## src/rtl/dtt_pkg.sv

```systemverilog
// ============================================================================
// dtt_pkg
// Shared types and constants for the difficulty-to-target divider.
// ============================================================================
package dtt_pkg;

    // field widths
    localparam int DIFF_W       = 48;
    localparam int WORD_W       = 32;
    localparam int TARGET_WORDS = 8;
    localparam int IDX_W        = 3;

    // numerator is 0xffff placed at bit 208 + FRACTION_BITS
    localparam int FRACTION_BITS = 16;
    localparam int NUM_LOW_BIT   = 208 + FRACTION_BITS;
    localparam int NUM_ONES      = 16;

    // quotient bit counter
    localparam int QBITS = WORD_W * TARGET_WORDS;
    localparam int CNT_W = $clog2(QBITS);

    // index of the most significant word
    localparam logic [IDX_W-1:0] TOP_IDX = IDX_W'(TARGET_WORDS - 1);

    // one queued job: divisor and its zero classification
    typedef struct packed {
        logic [DIFF_W-1:0] divisor;
        logic              zero;
    } job_t;

endpackage

```

## src/rtl/dtt_front.sv

```systemverilog
// ============================================================================
// dtt_front
// Accepts difficulty items, flags a zero divisor and holds jobs in a short
// queue until the divider takes them.
// ============================================================================
module dtt_front #(
    parameter int DEPTH = 2
) (
    input  logic                       clk,
    input  logic                       rst_n,
    input  logic                       in_valid,
    output logic                       in_ready,
    input  logic [dtt_pkg::DIFF_W-1:0] difficulty,
    output logic                       job_valid,
    output dtt_pkg::job_t              job,
    input  logic                       job_pop
);

    localparam int PTR_W = (DEPTH > 1) ? $clog2(DEPTH) : 1;
    localparam int CNT_W = $clog2(DEPTH + 1);
    localparam logic [PTR_W-1:0] LAST_PTR = PTR_W'(DEPTH - 1);
    localparam logic [CNT_W-1:0] FULL_CNT = CNT_W'(DEPTH);

    dtt_pkg::job_t    slot_reg [DEPTH];
    logic [PTR_W-1:0] wr_ptr_reg;
    logic [PTR_W-1:0] wr_ptr_next;
    logic [PTR_W-1:0] rd_ptr_reg;
    logic [PTR_W-1:0] rd_ptr_next;
    logic [CNT_W-1:0] count_reg;
    logic [CNT_W-1:0] count_next;
    logic             push;
    logic             pop;
    dtt_pkg::job_t    new_job;

    // classify the incoming item
    always_comb
    begin
        new_job.divisor = difficulty;
        new_job.zero    = (difficulty == '0);
    end

    assign in_ready  = (count_reg != FULL_CNT);
    assign push      = in_valid && in_ready;
    assign job_valid = (count_reg != '0);
    assign pop       = job_pop && job_valid;
    assign job       = slot_reg[rd_ptr_reg];

    // pointer and fill count update
    always_comb
    begin
        wr_ptr_next = wr_ptr_reg;
        rd_ptr_next = rd_ptr_reg;
        count_next  = count_reg;
        if (push)
        begin
            wr_ptr_next = (wr_ptr_reg == LAST_PTR) ? '0 : wr_ptr_reg + 1'b1;
        end
        if (pop)
        begin
            rd_ptr_next = (rd_ptr_reg == LAST_PTR) ? '0 : rd_ptr_reg + 1'b1;
        end
        if (push && !pop)
        begin
            count_next = count_reg + 1'b1;
        end
        else if (pop && !push)
        begin
            count_next = count_reg - 1'b1;
        end
    end

    always_ff @(posedge clk or negedge rst_n)
    begin
        if (!rst_n)
        begin
            wr_ptr_reg <= '0;
            rd_ptr_reg <= '0;
            count_reg  <= '0;
        end
        else
        begin
            wr_ptr_reg <= wr_ptr_next;
            rd_ptr_reg <= rd_ptr_next;
            count_reg  <= count_next;
        end
    end

    // queue storage, no reset needed
    always_ff @(posedge clk)
    begin
        if (push)
        begin
            slot_reg[wr_ptr_reg] <= new_job;
        end
    end

endmodule

```

## src/rtl/dtt_back.sv

```systemverilog
// ============================================================================
// dtt_back
// Bit-serial restoring long division of the constant numerator by the
// difficulty, one quotient bit a cycle bar stalls, registered word output.
// ============================================================================
module dtt_back (
    input  logic                       clk,
    input  logic                       rst_n,
    input  logic                       job_valid,
    input  dtt_pkg::job_t              job,
    output logic                       job_pop,
    output logic                       out_valid,
    input  logic                       out_ready,
    output logic [dtt_pkg::WORD_W-1:0] target_word,
    output logic [dtt_pkg::IDX_W-1:0]  word_index,
    output logic                       last_word,
    output logic                       zero_difficulty
);

    localparam int D = dtt_pkg::DIFF_W;

    logic                       busy_reg;
    logic                       busy_next;
    logic [dtt_pkg::CNT_W-1:0]  bit_cnt_reg;
    logic [dtt_pkg::CNT_W-1:0]  bit_cnt_next;
    logic [D-1:0]               rem_reg;
    logic [D-1:0]               rem_next;
    logic [D-1:0]               divisor_reg;
    logic [dtt_pkg::WORD_W-1:0] qword_reg;
    logic [dtt_pkg::WORD_W-1:0] qword_shift;

    logic                       out_valid_reg;
    logic                       out_valid_next;
    logic [dtt_pkg::WORD_W-1:0] word_reg;
    logic [dtt_pkg::IDX_W-1:0]  idx_reg;
    logic                       last_reg;
    logic                       zero_reg;

    logic                       slot_free;
    logic                       word_end;
    logic                       step;
    logic                       num_bit;
    logic [D:0]                 trial;
    logic [D:0]                 diff;
    logic                       q_bit;
    logic                       load_word;
    logic                       load_zero;
    logic [dtt_pkg::CNT_W:0]    cnt_ext;

    assign slot_free = !out_valid_reg || out_ready;
    assign word_end  = (bit_cnt_reg[4:0] == '0);

    // a finished word may only advance into a free output slot
    assign step      = busy_reg && (!word_end || slot_free);
    assign job_pop   = !busy_reg && job_valid && (!job.zero || slot_free);
    assign load_zero = job_pop && job.zero;
    assign load_word = step && word_end;

    // numerator bit: a run of ones starting at the low bit
    assign cnt_ext = {1'b0, bit_cnt_reg};
    assign num_bit = (cnt_ext >= (dtt_pkg::CNT_W+1)'(dtt_pkg::NUM_LOW_BIT)) &&
                     (cnt_ext <  (dtt_pkg::CNT_W+1)'(dtt_pkg::NUM_LOW_BIT +
                                                     dtt_pkg::NUM_ONES));

    // one restoring division step
    assign trial       = {rem_reg, num_bit};
    assign diff        = trial - {1'b0, divisor_reg};
    assign q_bit       = (trial >= {1'b0, divisor_reg});
    assign qword_shift = {qword_reg[dtt_pkg::WORD_W-2:0], q_bit};

    always_comb
    begin
        busy_next    = busy_reg;
        bit_cnt_next = bit_cnt_reg;
        rem_next     = rem_reg;
        if (job_pop && !job.zero)
        begin
            busy_next    = 1'b1;
            bit_cnt_next = '1;
            rem_next     = '0;
        end
        else if (step)
        begin
            rem_next     = q_bit ? diff[D-1:0] : trial[D-1:0];
            bit_cnt_next = bit_cnt_reg - 1'b1;
            if (bit_cnt_reg == '0)
            begin
                busy_next = 1'b0;
            end
        end
    end

    // output slot occupancy
    always_comb
    begin
        out_valid_next = out_valid_reg && !out_ready;
        if (load_word || load_zero)
        begin
            out_valid_next = 1'b1;
        end
    end

    always_ff @(posedge clk or negedge rst_n)
    begin
        if (!rst_n)
        begin
            busy_reg      <= 1'b0;
            bit_cnt_reg   <= '0;
            out_valid_reg <= 1'b0;
        end
        else
        begin
            busy_reg      <= busy_next;
            bit_cnt_reg   <= bit_cnt_next;
            out_valid_reg <= out_valid_next;
        end
    end

    // datapath registers
    always_ff @(posedge clk)
    begin
        rem_reg <= rem_next;
        if (job_pop)
        begin
            divisor_reg <= job.divisor;
        end
        if (step)
        begin
            qword_reg <= qword_shift;
        end
        if (load_zero)
        begin
            word_reg <= '0;
            idx_reg  <= dtt_pkg::TOP_IDX;
            last_reg <= 1'b1;
            zero_reg <= 1'b1;
        end
        else if (load_word)
        begin
            word_reg <= qword_shift;
            idx_reg  <= bit_cnt_reg[dtt_pkg::CNT_W-1:5];
            last_reg <= (bit_cnt_reg == '0);
            zero_reg <= 1'b0;
        end
    end

    assign out_valid       = out_valid_reg;
    assign target_word     = word_reg;
    assign word_index      = idx_reg;
    assign last_word       = last_reg;
    assign zero_difficulty = zero_reg;

endmodule

```

## src/rtl/difficulty_to_target_divider.sv

```systemverilog
// The divide loop works one quotient bit per cycle over 256 quotient bits,
// pausing at a word boundary while the output slot is full, and takes a new
// item only once the current one is done. A zero difficulty gives one word.
// The output stalls the divider only at a word boundary.
// Reset: rst_n clears queue pointers, divider state and the output valid at once.
// ============================================================================
// difficulty_to_target_divider
// Turns a fixed-point mining difficulty into a 256-bit target, given out as
// eight 32-bit words, most significant first.
// ============================================================================
module difficulty_to_target_divider #(
    parameter int QUEUE_DEPTH = 2
) (
    input  logic                       clk,
    input  logic                       rst_n,
    input  logic                       in_valid,
    output logic                       in_ready,
    input  logic [dtt_pkg::DIFF_W-1:0] difficulty,
    output logic                       out_valid,
    input  logic                       out_ready,
    output logic [dtt_pkg::WORD_W-1:0] target_word,
    output logic [dtt_pkg::IDX_W-1:0]  word_index,
    output logic                       last_word,
    output logic                       zero_difficulty
);

    logic          job_valid;
    logic          job_pop;
    dtt_pkg::job_t job;

    // front: accept, classify, queue
    dtt_front #(
        .DEPTH(QUEUE_DEPTH)
    ) u_front (
        .clk       (clk),
        .rst_n     (rst_n),
        .in_valid  (in_valid),
        .in_ready  (in_ready),
        .difficulty(difficulty),
        .job_valid (job_valid),
        .job       (job),
        .job_pop   (job_pop)
    );

    // back: long division and word output
    dtt_back u_back (
        .clk            (clk),
        .rst_n          (rst_n),
        .job_valid      (job_valid),
        .job            (job),
        .job_pop        (job_pop),
        .out_valid      (out_valid),
        .out_ready      (out_ready),
        .target_word    (target_word),
        .word_index     (word_index),
        .last_word      (last_word),
        .zero_difficulty(zero_difficulty)
    );

endmodule

```

## config.mk

```make
export PLATFORM = sky130hd
export DESIGN_NAME = difficulty_to_target_divider
export DESIGN_NICKNAME = d
export VERILOG_FILES = /design/src/rtl/dtt_pkg.sv /design/src/rtl/dtt_front.sv /design/src/rtl/dtt_back.sv /design/src/rtl/difficulty_to_target_divider.sv
export SDC_FILE = /design/constraint.sdc
export NUM_CORES = 1
export LEC_CHECK = 0
export BUFFER_PORTS_ARGS = -buffer_cell sky130_fd_sc_hd__clkbuf_2
export CORE_MARGIN = 1
export CORE_UTILIZATION = 65
export DETAILED_ROUTE_END_ITERATION = 10
export GPL_TIMING_DRIVEN = 0
export PLACE_DENSITY_LB_ADDON = 0.12
export SLEW_MARGIN = 20
export SYNTH_ARGS = -nofsm -noshare
export SYNTH_HDL_FRONTEND = slang
export SYNTH_SLANG_ARGS = --single-unit
```

## constraint.sdc

```tcl
create_clock -name clk -period 6.9 [get_ports clk]
set_clock_uncertainty 0.15 [all_clocks]
set_input_delay 1.035 -clock clk [delete_from_list [all_inputs] [get_ports clk]]
set_output_delay 1.035 -clock clk [all_outputs]
set_load 0.005 [all_outputs]
```

==> flow_summary_export.csv, run 1 <==
group,metric,value,unit
outcome,status,"complete, no violations",
die,dieArea,20500,um^2
place,dp_hpwl,21100,um
synthesis,yosysMostFrequentCell,"edfxtp_1",
final_layout,largest_register_ff_count,98,
cts,clk_latency,0.54,ns
cts,cts-root-buf,"clkbuf_16",
power,power_density,255,nW/um^2
grt,track_usage,29.0,%
grt,overflow,0,
cts,numClockSinks,276,
power,power_frac_seq,52.2,%
critical_path,arrival,4.11,ns
final_layout,antenna_cells,0,
detailed_routing,drc,0,
power,ir_drop,0.000369,V
final_layout,fin_nets,1396,
synthesis,ys_warn_count,0,
critical_path,cp_max_fo,5,
detailed_routing,wire_per_inst,18.6,um
die,start_util,66.5,%
power,intPower,2960,uW
grt,grt_pass1_vias,8853,
cts,clock_path_buffers,3,
power,finalPower,3770,uW
cts,path_clk_slew,0.07,ns
final_layout,post-route-util,76.0,%
sta,period_minus_slack,3.85,ns
cts,cts_resized,0,
critical_path,cp-end-kind,"flip-flop",
synthesis,synth_edf_count,177,
detailed_routing,drtIter0Drc,913,
die,io_pins,91,
cts,hold_buffers,0,
die,die_w,143,um
critical_path,ff2ff_path_depth,12,
final_layout,drive_above_1_share,16.8,%
synthesis,async_flop_share,5.07,%
sta,max_freq,260,MHz
grt,grt_first_pass_wirelength,45400,um
synthesis,ys_ff_latch,276,
synthesis,synthDistinctLibCells,67,
power,clock_power_share,41.9,%
power,p_leak,0.00592,uW
place,pre_cts_slack,3.19,ns
sta,final_max_slew_viol_count,0,
synthesis,avgSynthCellArea,11.1,um^2
cts,cts_tree,"yes",
die,coreArea,19500,um^2
sta,setup_viol,0,
sta,tightest_slew,0.738,ns
power,netSwitchingFraction,21.6,%
critical_path,timing_worst_setup_path_type,"flip-flop to flip-flop",
place,portBuffers,90,
final_layout,syn_to_final_growth,14.3,%
die,die_y,143,um
sta,fin_crit_sh,55.8,%
critical_path,critPathRequiredTime,7.16,ns
synthesis,synth_common_cells,"177 x edfxtp_1, 134 x nand2_1, 93 x nand3_1",
power,p_switching,816,uW
run,maxCapViolCount,0,
sta,rsz0062_at_grt,"false",
detailed_routing,ant_nets,0,
synthesis,yosysTopAreaCellShare,41.1,%
synthesis,synthCells,1170,
grt,antenna_found_initial,0,
detailed_routing,wirelength,29300,um
cts,htreeDepth,1,
die,fp-row-count,51,
synthesis,yosys.area.top_type,"edfxtp_1",
final_layout,n_fill_cell,1279,
worst_hold_path,min-delay-path-class,"input pin to async pin",
synthesis,syn_area,12900,um^2
sta,layout_setup_ws,3.05,ns
cts,postCtsSetupBuffers,0,
sta,final_hold_viol_count,0,
detailed_routing,drt_first_pass_iters,5,
power,pwr-share-comb,5.9,%
synthesis,synth_seq_area_share,56.9,%
sta,relSlewSlack,50.6,%
sta,setup-tns-final,0,ns
synthesis,yosys-top-cells-area,"edfxtp_1 41%, dfxtp_1 13%, ha_1 4.8%",
grt,grt_max_degree,50,
synthesis,syn_nets,1273,
detailed_routing,vias,9545,
place,gp_congestion,0.967,
cts,numCtsBuffers,27,
critical_path,cp-start-kind,"flip-flop",
detailed_routing,vias_per_cell,6.04,
synthesis,ys.flop_type,"edfxtp_1",
==> cell usage in the layout (no fill, tap or decap), types with 7 or more instances in the layout <==
master / netlist / final
clkbuf_2: 0 / 91
dfxtp_1: 85 / 85
nor3_1: 8 / 8
nand2_1: 134 / 134
ha_1: 50 / 50
o31ai_1: 8 / 8
edfxtp_1: 177 / 177
o21ai_1: 19 / 19
nand4_1: 19 / 19
dfrtp_1: 14 / 14
o21ai_0: 28 / 28
nand2b_1: 8 / 8
clkbuf_16: 0 / 27
xor2_1: 21 / 21
and3_1: 8 / 7
a32oi_1: 18 / 18
nor2_1: 39 / 38
nor4_1: 15 / 15
nand3_1: 93 / 93
a21o_1: 26 / 26
buf_1: 7 / 7
xnor2_1: 31 / 31
o21bai_1: 7 / 7
a21oi_1: 85 / 85
o311ai_1: 15 / 15
inv_1: 74 / 73
clkbuf_1: 36 / 35
mux2_2: 49 / 49
==> power groups by stage <==
| stage | sequential, uW | combinational [uW] | clock [uW] |
|---|---|---|---|
| final | 1970 | 224 | 1580 |
| after global routing | 1980 | 242 | 1650 |
| after CTS | 1970 | 228 | 1590 |
| after detailed placement | 2000 | 226 | 0 |
| after global placement | 2010 | 187 | 0 |
| after floorplan | 2000 | 124 | 0 |
==> cells by family after synthesis <==
group                    after synthesis  share of synthesized area, %
AO/OA/AOI/OAI                        260                          13.3
XOR/XNOR                              52                          3.52
adder cells (fa/ha/maj)               51                          4.99
buffers and inverters                131                          4.20
flip-flops                           276                          56.9
multiplexers                          51                          4.42
AND/OR/NAND/NOR                      349                          12.7
==> cell type report <==
cell class              count  area [um^2]  area share [%]
multi-input cells         763         5050            34.1
inverters                  75          282            1.90
plain buffers              56          263            1.78
flip-flops and latches    276         7370            49.8
clock buffers              29          703            4.75
well taps                 265          332            2.24
clock inverters            21          262            1.77
repair buffers             94          546            3.69
==> through the flow <==
stage | cells | instance area, um^2 | hold WS [ns]
after floorplan | 1170 | 12900 | 0.276
after global placement | 1525 | 13700 | 0.279
after detailed placement | 1529 | 13800 | 0.287
after CTS | 1579 | 14800 | 0.242
after global routing | 1579 | 14800 | 0.268
final | 1579 | 14800 | 0.245
==> worst max-delay path, stage by stage, from the launching register on <==
cell and delay (ns):
dfrtp_1 0.44, nand4b_1 0.22, ha_1 0.27, fa_1 0.42, nand2b_1 0.19, a21oi_1 0.28, o21a_1 0.20, a21boi_1 0.15
o41ai_1 0.47, a41oi_1 0.35, mux2_2 0.36, o21ai_1 0.15, o21ai_1 0.07
==> path summary, 6_finish.rpt <==
| check | endpoint | from | slack (ns) |
|---|---|---|---|
| setup / recovery | u_back.rem_reg[42] | u_back.bit_cnt_reg[6] | 3.05 |
| hold / removal | u_back.bit_cnt_reg[3] | rst_n | 0.25 |
| setup reg to reg | u_back.rem_reg[42] | u_back.bit_cnt_reg[6] | 3.05 |
| hold reg to reg | u_back.zero_difficulty | u_back.zero_difficulty | 0.30 |
| max in group asynchronous | u_front.count_reg[0] | rst_n | 6.08 |
| min in group clk | u_back.zero_difficulty | u_back.zero_difficulty | 0.30 |
==> layer usage <==
metal | global-route usage [%] | wire [um] | vias up
met5 | 0 | 0 | -
met2 | 48.2 | 13800 | 393
li1 | - | - | 4565
met4 | 8.43 | 716 | 0
met1 | 39.8 | 12600 | 4527
met3 | 3.82 | 2220 | 60
No activity file was read; power rests on OpenSTA's default activity.
==> run 2: changes to the inputs <==
--- a/config.mk
+++ b/config.mk
@@ -7,7 +7,7 @@
 export LEC_CHECK = 0
 export BUFFER_PORTS_ARGS = -buffer_cell sky130_fd_sc_hd__clkbuf_2
 export CORE_MARGIN = 1
-export CORE_UTILIZATION = 65
+export CORE_UTILIZATION = 61
 export DETAILED_ROUTE_END_ITERATION = 10
 export GPL_TIMING_DRIVEN = 0
 export PLACE_DENSITY_LB_ADDON = 0.12
==> constraint.sdc (replaced) <==
create_clock -name clk -period 3.8 [get_ports clk]
set_clock_uncertainty 0.15 [all_clocks]
set_input_delay 0.57 -clock clk [delete_from_list [all_inputs] [get_ports clk]]
set_output_delay 0.57 -clock clk [all_outputs]
set_load 0.005 [all_outputs]
==> run 2 against run 1 <==
  * Largest power group unchanged
  * Sequential share of layout area barely moved
  * Total power rose by 75%
  * Sequential power rose by 81%
  * Hold slack got worse by 0.15 ns
  * Non-clock buffer count rose by 3
  * Critical path depth did not move
  * Highest routed layer unchanged
  * Worst setup slack got worse by 2.9 ns
  * Final cell count rose by 0.44%
  * Register-to-register slack got worse by 2.9 ns
  * Via count fell by 0.17%
  * Combinational power rose by 78%
  * Critical endpoint is now u_back.rem_reg[44]
  * Clock-buffer cell count rose by 9
==> flow_summary_export.csv, run 2 (synthesized netlist as in run 1, its figures left out) <==
group,metric,value,unit
cts,clk_latency,0.54,ns
critical_path,cp-start-kind,"flip-flop",
grt,antenna_found_initial,0,
place,placedCellCount,1534,
final_layout,post-route-cell-area,14800,um^2
worst_hold_path,min-delay-path-class,"input pin to flip-flop",
sta,final_hold_viol_count,0,
detailed_routing,routed.top_layer,"met4",
final_layout,antenna_cells,0,
final_layout,fin_nets,1400,
cts,cts_tree,"yes",
worst_hold_path,hold_depth,1,
final_layout,syn_to_final_growth,14.2,%
sta,relSlewSlack,47.8,%
cts,path_clk_slew,0.06,ns
cts,htreeDepth,1,
critical_path,ff2ff_path_depth,12,
detailed_routing,vias_per_cell,6.01,
sta,period_minus_slack,3.66,ns
critical_path,r2r_end,"u_back.rem_reg[44]",
place,dpl_cell_area,13800,um^2
place,dp_hpwl,21400,um
grt,track_usage,28.2,%
power,finalPower,6610,uW
run,maxCapViolCount,0,
power,ir_drop,0.000449,V
detailed_routing,ant_nets,0,
critical_path,cpMostUsedCell,"o21ai_1",
cts,numCtsBuffers,28,
final_layout,mostFrequentLayoutCells,"177 x edfxtp_1, 134 x nand2_1, 93 x nand3_1, 91 x clkbuf_2, 85 x dfxtp_1",
grt,grt_pass1_vias,9134,
worst_hold_path,min_from,"difficulty[29]",
critical_path,startpoint,"u_back.bit_cnt_reg[6]",
die,die_y,148,um
die,die_w,148,um
grt,grt_max_degree,50,
cts,numClockSinks,276,
critical_path,max_stage_delay,0.65,ns
final_layout,layout.cells.non_filler,1586,
detailed_routing,drt_first_pass_iters,8,
grt,grt_first_pass_wirelength,47900,um
critical_path,cp-end-kind,"flip-flop",
detailed_routing,wirelength,30200,um
power,intPower,5190,uW
sta,final_max_slew_viol_count,0,
power,netSwitchingFraction,21.4,%
detailed_routing,wire_per_inst,19.0,um
final_layout,layout_commonest_cell,"edfxtp_1",
detailed_routing,routedLengthMet1,13200,um
sta,fin_crit_sh,96.4,%
critical_path,arrival,3.93,ns
die,start_util,63.2,%
critical_path,crit_chain,"nand4b_1, ha_2, fa_1, nand2b_1, a21oi_2, o21ai_1, nand3_1, a31oi_1, o31ai_1, o41ai_1, xor2_1, o21ai_1",
detailed_routing,vias,9529,
power,p_switching,1420,uW
cts,clock_path_buffers,3,
die,coreArea,20500,um^2
die,io_pins,91,
final_layout,n_fill_cell,1509,
detailed_routing,drtIter0Drc,846,
final_layout,drive_above_1_share,16.8,%
detailed_routing,dr_wl_met2,13900,um
power,power_frac_seq,54.0,%
die,dieArea,21800,um^2
power,pwr-share-comb,6.0,%
sta,setup_viol,0,
power,power_density,447,nW/um^2
critical_path,cp_max_fo,5,
worst_hold_path,hold_end,"u_front.slot_reg[1][30]",
sta,max_freq,273,MHz
place,portBuffers,90,
final_layout,largest_register_ff_count,98,
critical_path,timing_worst_setup_path_type,"flip-flop to flip-flop",
detailed_routing,wl_met3,2180,um
detailed_routing,drc,0,
critical_path,crit_slowest_cell,"o41ai_1",
grt,overflow,0,
critical_path,reg2reg_slack,0.14,ns
power,p_leak,0.00593,uW
critical_path,critPathRequiredTime,4.07,ns
cts,cts-root-buf,"clkbuf_16",
die,fp-row-count,52,
place,gp_congestion,0.927,
outcome,status,"complete, no violations",
power,clock_power_share,39.9,%
sta,tightest_slew,0.782,ns
critical_path,r2r-start,"u_back.bit_cnt_reg[6]",
[run 2: layer usage]
layer	vias to the layer above	track usage (%)
li1	4576	-
met1	4535	39.0
met2	349	45.5
met3	69	5.03
met4	0	8.66
met5	-	0
[run 2: layout make-up]
cell class,count,area [um^2],area share (%)
Multi-Input combinational cell,763,5090,34.4
Tap cell,270,338,2.28
Clock buffer,38,800,5.41
Clock inverter,11,82.6,0.558
Buffer,56,263,1.78
Inverter,75,282,1.90
Timing Repair Buffer,97,563,3.81
Sequential cell,276,7370,49.8
[run 2: stage by stage]
step	utilization (%)	setup WS [ns]	setup TNS (ns)	hold WS (ns)
finish	72.2	0.136	0	0.0902
floorplan	-	0.479	0	0.124
detailed placement	67.5	-0.0114	-0.0114	0.283
global route	72.2	-0.0279	-0.0279	0.0788
global placement	67.0	-0.862	-41.85	0.278
CTS	71.9	0.0918	0	0.0758
[run 2: worst max-delay path: cells and delay by family, from the launching register on]
family	cells	cell delay [ns]
xor+xnor	1	0.19
compound gates	6	1.73
flops	1	0.43
simple gates	3	0.58
fa+ha+maj	2	0.46
[run 2: worst max-delay path by stage]
stage,end,cells after the start
3_5_place_dp,u_back.rem_reg[42],12
5_1_grt,u_back.rem_reg[42],12
6_report,u_back.rem_reg[44],12
4_1_cts,u_back.rem_reg[42],12
3_3_place_gp,u_front.slot_reg[0][14],3
2_1_floorplan,u_front.slot_reg[0][0],2
[run 2: power by group through the flow]
stage	Clock [uW]	Combinational (uW)	Sequential, uW
floorplan	0	225	3620
global placement	0	343	3640
detailed placement	0	404	3630
CTS	2660	409	3570
global route	2790	438	3600
finish	2640	399	3570
[run 2: repair_timing]
action | 4_1_cts | 5_1_grt
setup endpoints to repair | 1 | 5
setup buffers | 0 | 2
hold buffers | 1 | 0
gates cloned | 0 | 0
gates resized for setup | 1 | 6
hold endpoints to repair | 14 | 0
pin swaps | 0 | 4
